--- config.mk ---
export PLATFORM = sky130hd
export DESIGN_NAME = ftm_scan
export DESIGN_NICKNAME = d
export VERILOG_FILES = /design/src/rtl/ftm_pkg.sv /design/src/rtl/ftm_scan.sv
export VERILOG_INCLUDE_DIRS = /design/src /design/src/rtl
export SDC_FILE = /design/constraint.sdc
export NUM_CORES = 1
export LEC_CHECK = 0
export ABC_AREA = 1
export BUFFER_PORTS_ARGS = -buffer_cell sky130_fd_sc_hd__buf_2
export CORE_AREA = 2 2 209 211
export CTS_CLUSTER_DIAMETER = 30
export DETAILED_ROUTE_END_ITERATION = 6
export DIE_AREA = 0 0 211 213
export PLACE_DENSITY = 0.6
export REMOVE_ABC_BUFFERS = 1
export SYNTH_ARGS = -nofsm -noshare
export SYNTH_HDL_FRONTEND = slang
export SYNTH_SLANG_ARGS = --single-unit
--- constraint.sdc ---
create_clock -name clk -period 7.5 [get_ports clk]
set_input_delay 0.75 -clock clk [delete_from_list [all_inputs] [get_ports clk]]
set_output_delay 0.75 -clock clk [all_outputs]
set_load 0.02 [all_outputs]
--- src/rtl/frame_timestamp_matcher_macros.svh ---
// Assertion helpers for the frame timestamp matcher.
`ifndef FRAME_TIMESTAMP_MATCHER_MACROS_SVH
`define FRAME_TIMESTAMP_MATCHER_MACROS_SVH

`ifndef SYNTHESIS

`define FTM_ASSERT(lbl, clk_s, rst_s, prop) \
    lbl: assert property (@(posedge clk_s) disable iff (!rst_s) (prop)) \
        else $error("frame_timestamp_matcher: check failed");

`define FTM_ASSERT_NEXT(lbl, clk_s, rst_s, ante, cons) \
    lbl: assert property (@(posedge clk_s) disable iff (!rst_s) (ante) |=> (cons)) \
        else $error("frame_timestamp_matcher: sequence check failed");

`else

`define FTM_ASSERT(lbl, clk_s, rst_s, prop)

`define FTM_ASSERT_NEXT(lbl, clk_s, rst_s, ante, cons)

`endif

`endif

--- src/rtl/ftm_pkg.sv ---
package ftm_pkg;

    localparam int CHANNELS    = 4;
    localparam int QUEUE_DEPTH = 8;
    localparam int SLOTS       = CHANNELS * QUEUE_DEPTH;

    localparam int CH_IDX_W = (CHANNELS > 1) ? $clog2(CHANNELS) : 1;
    localparam int POS_W    = (QUEUE_DEPTH > 1) ? $clog2(QUEUE_DEPTH) : 1;
    localparam int POSX_W   = POS_W + 1;
    localparam int CNT_W    = $clog2(QUEUE_DEPTH + 1);
    localparam int SLOT_W   = (SLOTS > 1) ? $clog2(SLOTS) : 1;

    localparam logic [31:0] FIRST_NUMBER = 32'd1;

    typedef enum logic [1:0] {
        OP_REGISTER = 2'd0,
        OP_MATCH    = 2'd1,
        OP_CLEAR    = 2'd2
    } op_t;

    typedef enum logic [1:0] {
        ST_IDLE,
        ST_EXEC,
        ST_SCAN
    } scan_state_t;

    typedef enum logic [1:0] {
        RES_NONE,
        RES_EMPTY,
        RES_WRITE,
        RES_ENTRY
    } res_sel_t;

    typedef struct packed {
        logic [31:0]        number;
        logic [63:0]        stamp;
        logic signed [63:0] capture;
    } entry_t;

    localparam int ENTRY_W = $bits(entry_t);

    typedef struct packed {
        logic              we;
        logic              re;
        logic [SLOT_W-1:0] addr;
    } ram_req_t;

    typedef struct packed {
        res_sel_t   sel;
        logic       exact;
        logic       emit;
        logic [1:0] channel;
    } res_ctl_t;

    // head + offset stays below twice the depth, so one subtract wraps it
    function automatic logic [POS_W-1:0] wrap_pos(input logic [POSX_W-1:0] p);
        logic [POSX_W-1:0] r;
        if (p >= POSX_W'(QUEUE_DEPTH))
            r = p - POSX_W'(QUEUE_DEPTH);
        else
            r = p;
        return r[POS_W-1:0];
    endfunction

    function automatic logic [SLOT_W-1:0] slot_of(input logic [CH_IDX_W-1:0] ch,
                                                  input logic [POS_W-1:0] pos);
        return SLOT_W'(SLOT_W'(ch) * SLOT_W'(QUEUE_DEPTH) + SLOT_W'(pos));
    endfunction

endpackage

--- src/rtl/ftm_scan.sv ---
`include "frame_timestamp_matcher_macros.svh"

module ftm_scan (
    input  logic               clk,
    input  logic               rst_n,
    input  logic               start,
    input  logic [1:0]         op,
    input  logic [1:0]         channel,
    input  logic [63:0]        timestamp,
    input  logic signed [63:0] capture_ms,
    output logic               busy,
    output ftm_pkg::ram_req_t  ram_req,
    output ftm_pkg::entry_t    ram_wdata,
    input  ftm_pkg::entry_t    ram_rdata,
    output ftm_pkg::res_ctl_t  res_ctl,
    output logic [63:0]        item_stamp
);

    import ftm_pkg::*;

    scan_state_t        state_reg, state_next;
    logic [POS_W-1:0]   head_reg  [CHANNELS];
    logic [POS_W-1:0]   head_next [CHANNELS];
    logic [CNT_W-1:0]   count_reg  [CHANNELS];
    logic [CNT_W-1:0]   count_next [CHANNELS];
    logic [31:0]        number_reg, number_next;
    logic [CNT_W-1:0]   issue_reg, issue_next;
    logic [CNT_W-1:0]   cmp_reg, cmp_next;
    logic               rvalid_reg, rvalid_next;

    // item beat, captured on accept
    logic [1:0]         op_reg;
    logic [1:0]         ch_reg;
    logic [63:0]        ts_reg;
    logic signed [63:0] cap_reg;

    logic [CH_IDX_W-1:0] ch_idx;
    logic                ch_ok;
    logic [POS_W-1:0]    head_cur;
    logic [CNT_W-1:0]    cnt_cur;
    logic [POS_W-1:0]    tail_pos;
    logic [POS_W-1:0]    issue_pos;
    logic                hit;
    logic                last;

    assign busy       = (state_reg != ST_IDLE);
    assign item_stamp = ts_reg;

    assign ch_idx    = CH_IDX_W'(ch_reg);
    assign ch_ok     = (32'(ch_reg) < 32'(CHANNELS));
    assign head_cur  = head_reg[ch_idx];
    assign cnt_cur   = count_reg[ch_idx];
    assign tail_pos  = wrap_pos(POSX_W'(head_cur) + POSX_W'(cnt_cur));
    assign issue_pos = wrap_pos(POSX_W'(head_cur) + POSX_W'(issue_reg));
    assign hit       = rvalid_reg && (ram_rdata.stamp == ts_reg);
    assign last      = rvalid_reg && (CNT_W'(cmp_reg + 1'b1) == cnt_cur);

    always_ff @(posedge clk)
    begin
        if (start && !busy)
        begin
            op_reg  <= op;
            ch_reg  <= channel;
            ts_reg  <= timestamp;
            cap_reg <= capture_ms;
        end
    end

    always_ff @(posedge clk or negedge rst_n)
    begin
        if (!rst_n)
        begin
            state_reg  <= ST_IDLE;
            number_reg <= FIRST_NUMBER;
            issue_reg  <= '0;
            cmp_reg    <= '0;
            rvalid_reg <= 1'b0;
            for (int c = 0; c < CHANNELS; c++)
            begin
                head_reg[c]  <= '0;
                count_reg[c] <= '0;
            end
        end
        else
        begin
            state_reg  <= state_next;
            number_reg <= number_next;
            issue_reg  <= issue_next;
            cmp_reg    <= cmp_next;
            rvalid_reg <= rvalid_next;
            head_reg   <= head_next;
            count_reg  <= count_next;
        end
    end

    always_comb
    begin
        state_next  = state_reg;
        head_next   = head_reg;
        count_next  = count_reg;
        number_next = number_reg;
        issue_next  = issue_reg;
        cmp_next    = cmp_reg;
        rvalid_next = 1'b0;
        ram_req     = '{we: 1'b0, re: 1'b0, addr: slot_of(ch_idx, issue_pos)};
        ram_wdata   = '{number: number_reg, stamp: ts_reg, capture: cap_reg};
        res_ctl     = '{sel: RES_NONE, exact: 1'b0, emit: 1'b0, channel: ch_reg};

        case (state_reg)
            ST_IDLE:
            begin
                if (start)
                    state_next = ST_EXEC;
            end

            ST_EXEC:
            begin
                state_next = ST_IDLE;
                case (op_reg)
                    OP_CLEAR:
                    begin
                        for (int c = 0; c < CHANNELS; c++)
                        begin
                            head_next[c]  = '0;
                            count_next[c] = '0;
                        end
                        number_next = FIRST_NUMBER;
                    end

                    OP_REGISTER:
                    begin
                        if (ch_ok)
                        begin
                            ram_req.we = 1'b1;
                            if (cnt_cur < CNT_W'(QUEUE_DEPTH))
                            begin
                                ram_req.addr       = slot_of(ch_idx, tail_pos);
                                count_next[ch_idx] = CNT_W'(cnt_cur + 1'b1);
                            end
                            else
                            begin
                                // full: overwrite the oldest slot
                                ram_req.addr      = slot_of(ch_idx, head_cur);
                                head_next[ch_idx] =
                                    wrap_pos(POSX_W'(head_cur) + POSX_W'(1));
                            end
                            number_next = number_reg + 32'd1;
                            res_ctl.sel  = RES_WRITE;
                            res_ctl.emit = 1'b1;
                        end
                    end

                    OP_MATCH:
                    begin
                        if (ch_ok)
                        begin
                            if (cnt_cur == '0)
                            begin
                                res_ctl.sel     = RES_EMPTY;
                                res_ctl.emit    = 1'b1;
                                res_ctl.channel = 2'd0;
                            end
                            else
                            begin
                                issue_next = '0;
                                state_next = ST_SCAN;
                            end
                        end
                    end

                    default:
                    begin
                    end
                endcase
            end

            ST_SCAN:
            begin
                // reads are issued back to back; each compare comes in the cycle after its read
                if (rvalid_reg && (hit || cmp_reg == '0))
                begin
                    res_ctl.sel   = RES_ENTRY;
                    res_ctl.exact = hit;
                end
                if (hit)
                begin
                    res_ctl.emit       = 1'b1;
                    head_next[ch_idx]  =
                        wrap_pos(POSX_W'(head_cur) + POSX_W'(cmp_reg) + POSX_W'(1));
                    count_next[ch_idx] = CNT_W'(cnt_cur - cmp_reg - 1'b1);
                    state_next         = ST_IDLE;
                end
                else if (last)
                begin
                    // no match: the oldest beat, held since the first compare
                    res_ctl.emit       = 1'b1;
                    head_next[ch_idx]  = wrap_pos(POSX_W'(head_cur) + POSX_W'(1));
                    count_next[ch_idx] = CNT_W'(cnt_cur - 1'b1);
                    state_next         = ST_IDLE;
                end
                else if (issue_reg < cnt_cur)
                begin
                    ram_req.re  = 1'b1;
                    issue_next  = CNT_W'(issue_reg + 1'b1);
                    cmp_next    = issue_reg;
                    rvalid_next = 1'b1;
                end
            end

            default:
            begin
                state_next = ST_IDLE;
            end
        endcase
    end

    `FTM_ASSERT(a_no_rw_same_cycle, clk, rst_n, !(ram_req.we && ram_req.re))
    `FTM_ASSERT(a_cmp_in_range, clk, rst_n, !rvalid_reg || (cmp_reg < cnt_cur))
    `FTM_ASSERT(a_count_bounded, clk, rst_n, cnt_cur <= CNT_W'(QUEUE_DEPTH))
    `FTM_ASSERT_NEXT(a_emit_ends_item, clk, rst_n, res_ctl.emit, state_reg == ST_IDLE)
    `FTM_ASSERT(a_read_only_in_scan, clk, rst_n, !ram_req.re || (state_reg == ST_SCAN))

endmodule

Word level (Yosys, flattened, before mapping)
Index checks and enable logic that the tools add are counted.
{ "totals": {"regBits": 203, "in_bits": 295, "output_inout_bits": 238, "elab_cells": 155} }
{ "classes": {"n_addsub": 19, "order_cmp": 8, "n_eq_ne": 16, "n_mux": 72, "bitwise": 3, "n_reduce_logical": 20} }
{ "op_table": {"columns": ["op", "n"], "rows": [
  ["$eq A64 B64 Y1", 1],
  ["$pmux W16 S2", 2],
  ["$pmux W32 S2", 1],
  ["$mux W3", 17],
  ["$bwmux W16", 3],
  ["$mux W16", 3],
  ["$pmux W12 S2", 2],
  ["$bwmux W12", 3],
  ["$mux W12", 3],
  ["$add A32 B1 Y32 const B", 1],
  ["$mux W4", 8],
  ["$add A4 B1 Y4 const B", 4],
  ["$ge A4 B4 Y1 const B", 4],
  ["$add A5 B3 Y5", 3],
  ["$mux W5", 3],
  ["$mux W2", 7],
  ["$add A3 B4 Y4", 3],
  ["$reduce_and A4 Y1", 3],
  ["$sub A3 B1 Y3 const B", 4],
  ["$mux W1", 10],
  ["$ne A2 B2 Y1 const B", 5],
  ["$ne A3 B3 Y1 const B", 3],
  ["$bmux W4 S2", 1],
  ["$demux W4 S2", 1],
  ["other kinds (28)", 43]
]} }

Logic depth before layout (Yosys ltp)
Gate-level depths: netlist of the first run.
{ "logic_depth": {"ltp_word": 14, "ltp_mapped": 21, "ltp_nobuf": 20} }

Least setup slack after synthesis of the first run
OpenSTA, ideal clock, no wires.
{ "synth_path": {"path_kind": "in2reg", "start": "input port start", "end": "register cap_reg[0] (enable)", "setup_time_ns": 0.485, "t_arrival_ns": 3.336, "t_required_ns": 7.015, "slack_ns": 3.679, "cell_stages": 2, "path_buffers": 0, "cell_sequence": "nand2_1 -> inv_1"} }
{ "synth_between": {"elab_chain_len": 1} }
{ "synth_rtl": {"columns": ["item", "line_no", "text"], "rows": [
  ["start: declaration", "ftm_scan.sv:6", "input logic start,"],
  ["$logic_and A1 B1 Y1", "ftm_scan.sv:60", "if (start && !busy)"],
  ["end signal: assignment", "ftm_scan.sv:65", "cap_reg <= capture_ms;"],
  ["end: declaration", "ftm_scan.sv:35", "logic signed [63:0] cap_reg;"]
]} }
No other way between the ends.
A chain may end at the register's enable or synchronous reset.

==> results of run 1 <==
-- layout by cell type, fill, tap and decap left out, types with 9 or more instances in the layout --
| cell | Yosys | final |
|---|---|---|
| a21oi_1 | 43 | 43 |
| buf_2 | 5 | 436 |
| clkbuf_16 | 0 | 56 |
| clkinv_1 | 1 | 13 |
| clkinv_2 | 0 | 9 |
| dfrtp_1 | 70 | 70 |
| edfxtp_1 | 132 | 132 |
| ha_1 | 19 | 19 |
| inv_1 | 207 | 206 |
| nand2_1 | 552 | 552 |
| nand3_1 | 54 | 54 |
| nand4_1 | 41 | 41 |
| nor2_1 | 208 | 208 |
| nor3_1 | 9 | 9 |
| o21ai_0 | 28 | 28 |
| xnor2_1 | 10 | 10 |
| xor2_1 | 23 | 23 |
-- per-stage QoR --
step	worst slack [ps]	utilization (%)
2_1_floorplan	3680	-
3_3_place_gp	3300	33.3
3_5_place_dp	3220	33.3
4_1_cts	2560	37.7
5_1_grt	2310	37.7
6_report	2600	37.7
-- per-layer routing --
metal  wire length [um]  GRT usage, %
met5                 17             0
met4               1530          7.70
met3               5190          8.13
met2              20100          30.7
met1              21200          27.5
-- final timing paths --
| check | start | to | slack [ps] | cells past startpoint |
|---|---|---|---|---|
| max | ch_idx[1] | ram_req[5] | 2600 | 14 |
| min | capture_ms[58] | cap_reg[58] | 310 | 1 |
| max reg2reg | ch_idx[1] | head_reg[5] | 3720 | 16 |
| min reg2reg | count_reg[13] | count_reg[13] | 480 | 2 |
| max in group asynchronous | rst_n | head_reg[3] | 6380 | 2 |
| min in group asynchronous | rst_n | count_reg[1] | 410 | 2 |
-- kinds of logic (layout without fill, tap and decap cells) --
| logic type | after synthesis | after routing |
|---|---|---|
| flops | 203 | 203 |
| compound gates | 98 | 98 |
| fa+ha+maj | 23 | 23 |
| xor+xnor | 33 | 33 |
| simple gates | 891 | 891 |
| other cells | 0 | 4 |
| buf+inv | 295 | 757 |
-- power breakdown --
part	switching (mW)	internal [mW]
registers	0.198	1.42
clock network	0.757	1.59
logic	0.987	0.403
-- final cells by class --
cell class | instances | share of cell area (%)
Sequential cell | 203 | 35.7
Multi-Input combinational cell | 1045 | 29.7
Timing Repair Buffer | 440 | 13.7
Clock buffer | 66 | 9.06
Inverter | 211 | 4.95
Tap cell | 546 | 4.24
Clock inverter | 40 | 2.61
Antenna cell | 4 | 0.0622
==> results.yml, run 1 <==
place:
  hpwl_um: 37900
  dpl-instance-area_mm2: 0.0142
  dp.cells: 2445
  io_buffers: 436
  gp_congestion: 0.941
final_layout:
  regArea_mm2: 0.00574
  multi_input_area_mm2: 0.00478
  fin_area_mm2: 0.0161
  drive_gt1_share_pct: 27.1
  n_fill_cell: 4319
  syn_to_final_growth_pct: 35.5
  fin_nets: 2275
  final_cell_count_no_fill: 2555
floorplanning:
  core_mm2: 0.0427
  dieWidth_um: 211
  die_area_mm2: 0.0449
  initial_core_util_pct: 27.8
  ios: 533
  fp.dieH_um: 213
  rows: 76
logic_synthesis:
  ys.flop_type: "edfxtp_1"
  ys_seq_area_share_pct: 48.3
  synth_top_area_cell: "edfxtp_1"
  synthSimpleGateAreaFrac_pct: 30.6
  synth-xor-area-share_pct: 2.43
  synth_top_family_by_area: "simple AND/OR/NAND/NOR gates"
  async_flop_share_pct: 35.0
  synth_compound_area_share_pct: 4.55
  synth_cells: 1543
  synth_warnings: 0
  synthMuxAreaShare_pct: 0
  synth-seq-cells: 203
  synth_edf_count: 132
  yosys.cell_count.top_type: "nand2_1"
  syn-cell-area_mm2: 0.0119
  ys_types: 44
  synth_top_cell_area_share_pct: 33.3
  ys_top_cells_by_area: "edfxtp_1 (33%), nand2_1 (17%), dfrtp_1 (15%), nor2_1 (6.6%), inv_1 (6.5%)"
  syn_avg_cell_area_um2: 7.70
  synth_fa_ha_area_share_pct: 2.67
  ys_top_cells_by_count: "nand2_1 (552), nor2_1 (208), inv_1 (207)"
clock_tree:
  clkLatencyLatePin_ps: 610
  post_cts_buffers: 0
  ctsRootBufferMaster: "clkbuf_16"
  cts_tree: "built"
  cts_hold_buf: 0
  cts_max_level: 2
  clk_transition_reported_paths_ps: 50
  clock_sinks: 203
  cts_inserted_buffers: 56
  cts_resized: 0
  clockBufferDepth: 3
critical_path:
  cpPeakStageDelay_ps: 510
  cp_common_cell: "nand2_1"
  crit_family: "simple AND/OR/NAND/NOR gates"
  timing.critical_path.buf_inv: 4
  path_cells: "nand2_1 > inv_1 > nand2_1 > nand2_1 > nor2_2 > inv_1 > ha_1 > inv_1 > nand3_1 > nor2_1 > nand2_1 > nand3_4 > nor2_4 > buf_2"
  start_kind: "flop"
  arrival_ps: 4150
  cp.required_ps: 6750
  worstSetupEndpointType: "output pin"
  cp_max_fo: 16
  path_class: "flop to output pin"
  critPathSlowestCell: "edfxtp_1"
worst_hold_path:
  hold_class: "input port to flop"
drt:
  viasPerCell: 4.62
  drt_iter0_drc: 850
  postRouteAntennaNets: 0
  drt-total-wl_um: 48000
  drc_errors: 0
  dr_total_vias: 11798
  drt_pass1_iterations: 6
  drt-wirelength-per-cell_um: 18.8
pwr:
  totalPowerFinal_mw: 5.36
  p_leak_nw: 8.35
  ir_drop_v: 0.000204
  p_per_area_mw_per_mm2: 333
timing:
  timing.hold.ws_ps: 310
  rsz0062_at_grt: "no"
  fin_crit_sh_pct: 65.3
  clock_skew_ps: 80.7
  slew_headroom_pct: 26.6
  setup_viol: 0
  period_needed_ps: 4900
  slew_viol_final: 0
  worst_pin_slew_ps: 1100
  timing.fmax_ghz: 0.204
  fin_setup_tns_ps: 0
  finalHoldViolations: 0
global_route:
  track_usage_pct: 20.8
  grt_pass1_vias: 11053
  grt_pass1_wl_um: 68500
  antenna_found_initial: 8
  grt_overflow: 0
  grt_max_degree: 76
run_status:
  outcome: "finished clean"
run:
  drv_cap: 0
No activity file was read; power rests on OpenSTA's default activity.
==> run 2, diff against run 1 <==
ABC_AREA = 0   (was 1)
CORE_AREA = 2 2 205 207   (was 2 2 209 211)
DIE_AREA = 0 0 207 209   (was 0 0 211 213)
PLACE_DENSITY = 0.57   (was 0.6)
clock period = 5.1 ns   (was 7.5 ns; I/O delays follow)
==> results.yml, run 2 <==
clock_tree:
  ctsRootBufferMaster: "clkbuf_16"
  cts_hold_buf: 0
  clkLatencyLatePin_ps: 590
  cts_max_level: 2
  cts_resized: 0
  post_cts_buffers: 0
  cts_inserted_buffers: 58
  cts_tree: "built"
  clock_sinks: 203
  clockBufferDepth: 3
  clk_transition_reported_paths_ps: 50
critical_path:
  r2r_cells: 8
  path_class: "flop to output pin"
  r2r_end: "count_reg[1]"
  crit_family: "simple AND/OR/NAND/NOR gates"
  timing.critical_path.buf_inv: 1
  cp_max_fo: 6
  arrival_ps: 4130
  ff2ff_setup_slack_ps: 1200
  cpPeakStageDelay_ps: 890
  start_kind: "flop"
  cp_common_cell: "nor4_1"
  cp.required_ps: 4590
  path_cells: "xor2_1 > nor4_1 > nand4_1 > or3b_1 > nor4_1 > and2_1 > buf_2"
  worstSetupEndpointType: "output pin"
  critPathSlowestCell: "nor4_1"
  r2r-start: "item_stamp[13]"
drt:
  viasPerCell: 4.58
  drt_pass1_iterations: 5
  drt-wirelength-per-cell_um: 21.2
  drt_iter0_drc: 633
  postRouteAntennaNets: 0
  drt-total-wl_um: 39600
  dr_total_vias: 8542
  drc_errors: 0
timing:
  timing.fmax_ghz: 0.215
  rsz0062_at_grt: "no"
  fin_crit_sh_pct: 91.0
  finalHoldViolations: 0
  clock_skew_ps: 29.8
  timing.hold.ws_ps: 93.0
  period_needed_ps: 4640
  slew_headroom_pct: 25.2
  fin_setup_tns_ps: 0
  setup_viol: 0
  slew_viol_final: 0
  worst_pin_slew_ps: 1120
logic_synthesis:
  yosys.cell_count.top_type: "edfxtp_1"
  synth-seq-cells: 203
  syn_avg_cell_area_um2: 11.7
  synth_cells: 858
  synth_edf_count: 132
  ys.flop_type: "edfxtp_1"
  ys_top_cells_by_area: "edfxtp_1 (39%), dfrtp_1 (17%), buf_4 (4.8%), xnor2_1 (4.2%), xor2_1 (3.8%)"
  ys_top_cells_by_count: "edfxtp_1 (132), nand2_1 (71), dfrtp_1 (70)"
  async_flop_share_pct: 35.0
  synth_top_cell_area_share_pct: 39.3
  ys_types: 66
  synth_warnings: 0
  syn-cell-area_mm2: 0.0101
  synth_top_area_cell: "edfxtp_1"
  ys_seq_area_share_pct: 57.0
pwr:
  totalPowerFinal_mw: 7.99
  pwr-share-comb_pct: 25.9
  p_per_area_mw_per_mm2: 556
  pwr-share-clk_pct: 43.8
  p_switching_mw: 2.79
  swShare_pct: 34.9
  p_seq_share_pct: 30.3
  internal_power_mw: 5.20
  ir_drop_v: 0.000342
  p_leak_nw: 6.25
final_layout:
  fin_nets: 1590
  post-route-util_pct: 34.8
  regArea_mm2: 0.00574
  multi_input_area_mm2: 0.00357
  final_cell_count_no_fill: 1867
  drive_gt1_share_pct: 42.7
  final_cell_mix: "buf_2 (436), edfxtp_1 (132), nand2_1 (71), dfrtp_1 (70), clkbuf_16 (62)"
  layout_commonest_cell: "buf_2"
  syn_to_final_growth_pct: 42.8
  n_fill_cell: 4192
worst_hold_path:
  hold_class: "input port to flop"
  min_from: "capture_ms[31]"
  min_to: "cap_reg[31]"
  holdPathStages: 1
global_route:
  antenna_found_initial: 16
  grt_max_degree: 123
  grt_pass1_wl_um: 55400
  track_usage_pct: 17.7
  grt_overflow: 0
  grt_pass1_vias: 8343
place:
  gp_congestion: 0.878
  dp.cells: 1751
  hpwl_um: 31200
  io_buffers: 436
floorplanning:
  ios: 533
  dieWidth_um: 207
  rows: 75
  core_mm2: 0.0413
  initial_core_util_pct: 24.4
  die_area_mm2: 0.0433
  fp.dieH_um: 209
run_status:
  outcome: "finished clean"
run:
  drv_cap: 0
run 2: cell count changes after synthesis, moves of 20 or more:
cell and change:
inv_1 -166, nand2_1 -481, nand3_1 -31, nand4_1 -20, nor2_1 -154, xnor2_1 +38
xor2_1 +21
run 2: worst max-delay path by stage:
stage	start	endpoint	slack, ps	cells past startpoint
2_1_floorplan	state_reg[0]	cap_reg[0]	930	3
3_3_place_gp	ram_rdata[66]	res_ctl[3]	1130	8
3_5_place_dp	ram_rdata[66]	res_ctl[3]	1090	8
4_1_cts	item_stamp[13]	res_ctl[3]	480	7
5_1_grt	item_stamp[13]	res_ctl[3]	280	7
6_report	item_stamp[13]	res_ctl[3]	460	7
run 2: power by group through the flow:
stage	combinational (mW)	sequential, mW	clock (mW)
after floorplan	0.895	2.75	0
after global placement	2.06	2.44	0
after detailed placement	2.08	2.44	0
after CTS	2.09	2.42	3.58
after global routing	2.24	2.46	3.67
final	2.07	2.42	3.50
run 2: cell type report:
class                           instances  share of cell area [%]
Clock buffer                           75                    11.5
Clock inverter                         32                    2.15
Inverter                               42                    1.10
Antenna cell                            9                   0.157
Multi-Input combinational cell        523                    24.9
Tap cell                              539                    4.69
Sequential cell                       203                    39.9
Timing Repair Buffer                  444                    15.7
run 2: cell families after synthesis:
| family | count (synthesis) | synth area share [%] |
|---|---|---|
| compound gates | 127 | 8.32 |
| xor+xnor | 93 | 8.16 |
| fa+ha+maj | 23 | 3.15 |
| buf+inv | 132 | 7.55 |
| flops | 203 | 57.0 |
| simple gates | 263 | 13.0 |
| mux | 17 | 2.79 |
run 2: routing by layer:
metal	GRT usage, %	wire length, um
met1	22.8	15900
met2	26.9	17800
met3	6.43	4650
met4	7.04	1250
met5	0	47
run 2: per-stage QoR:
| step | area (um^2) | setup WS [ps] |
|---|---|---|
| finish | 14400 | 457 |
| global placement | 12400 | 1130 |
| floorplan | 9470 | 928 |
| CTS | 14400 | 479 |
| global route | 14400 | 284 |
| detailed placement | 12400 | 1090 |
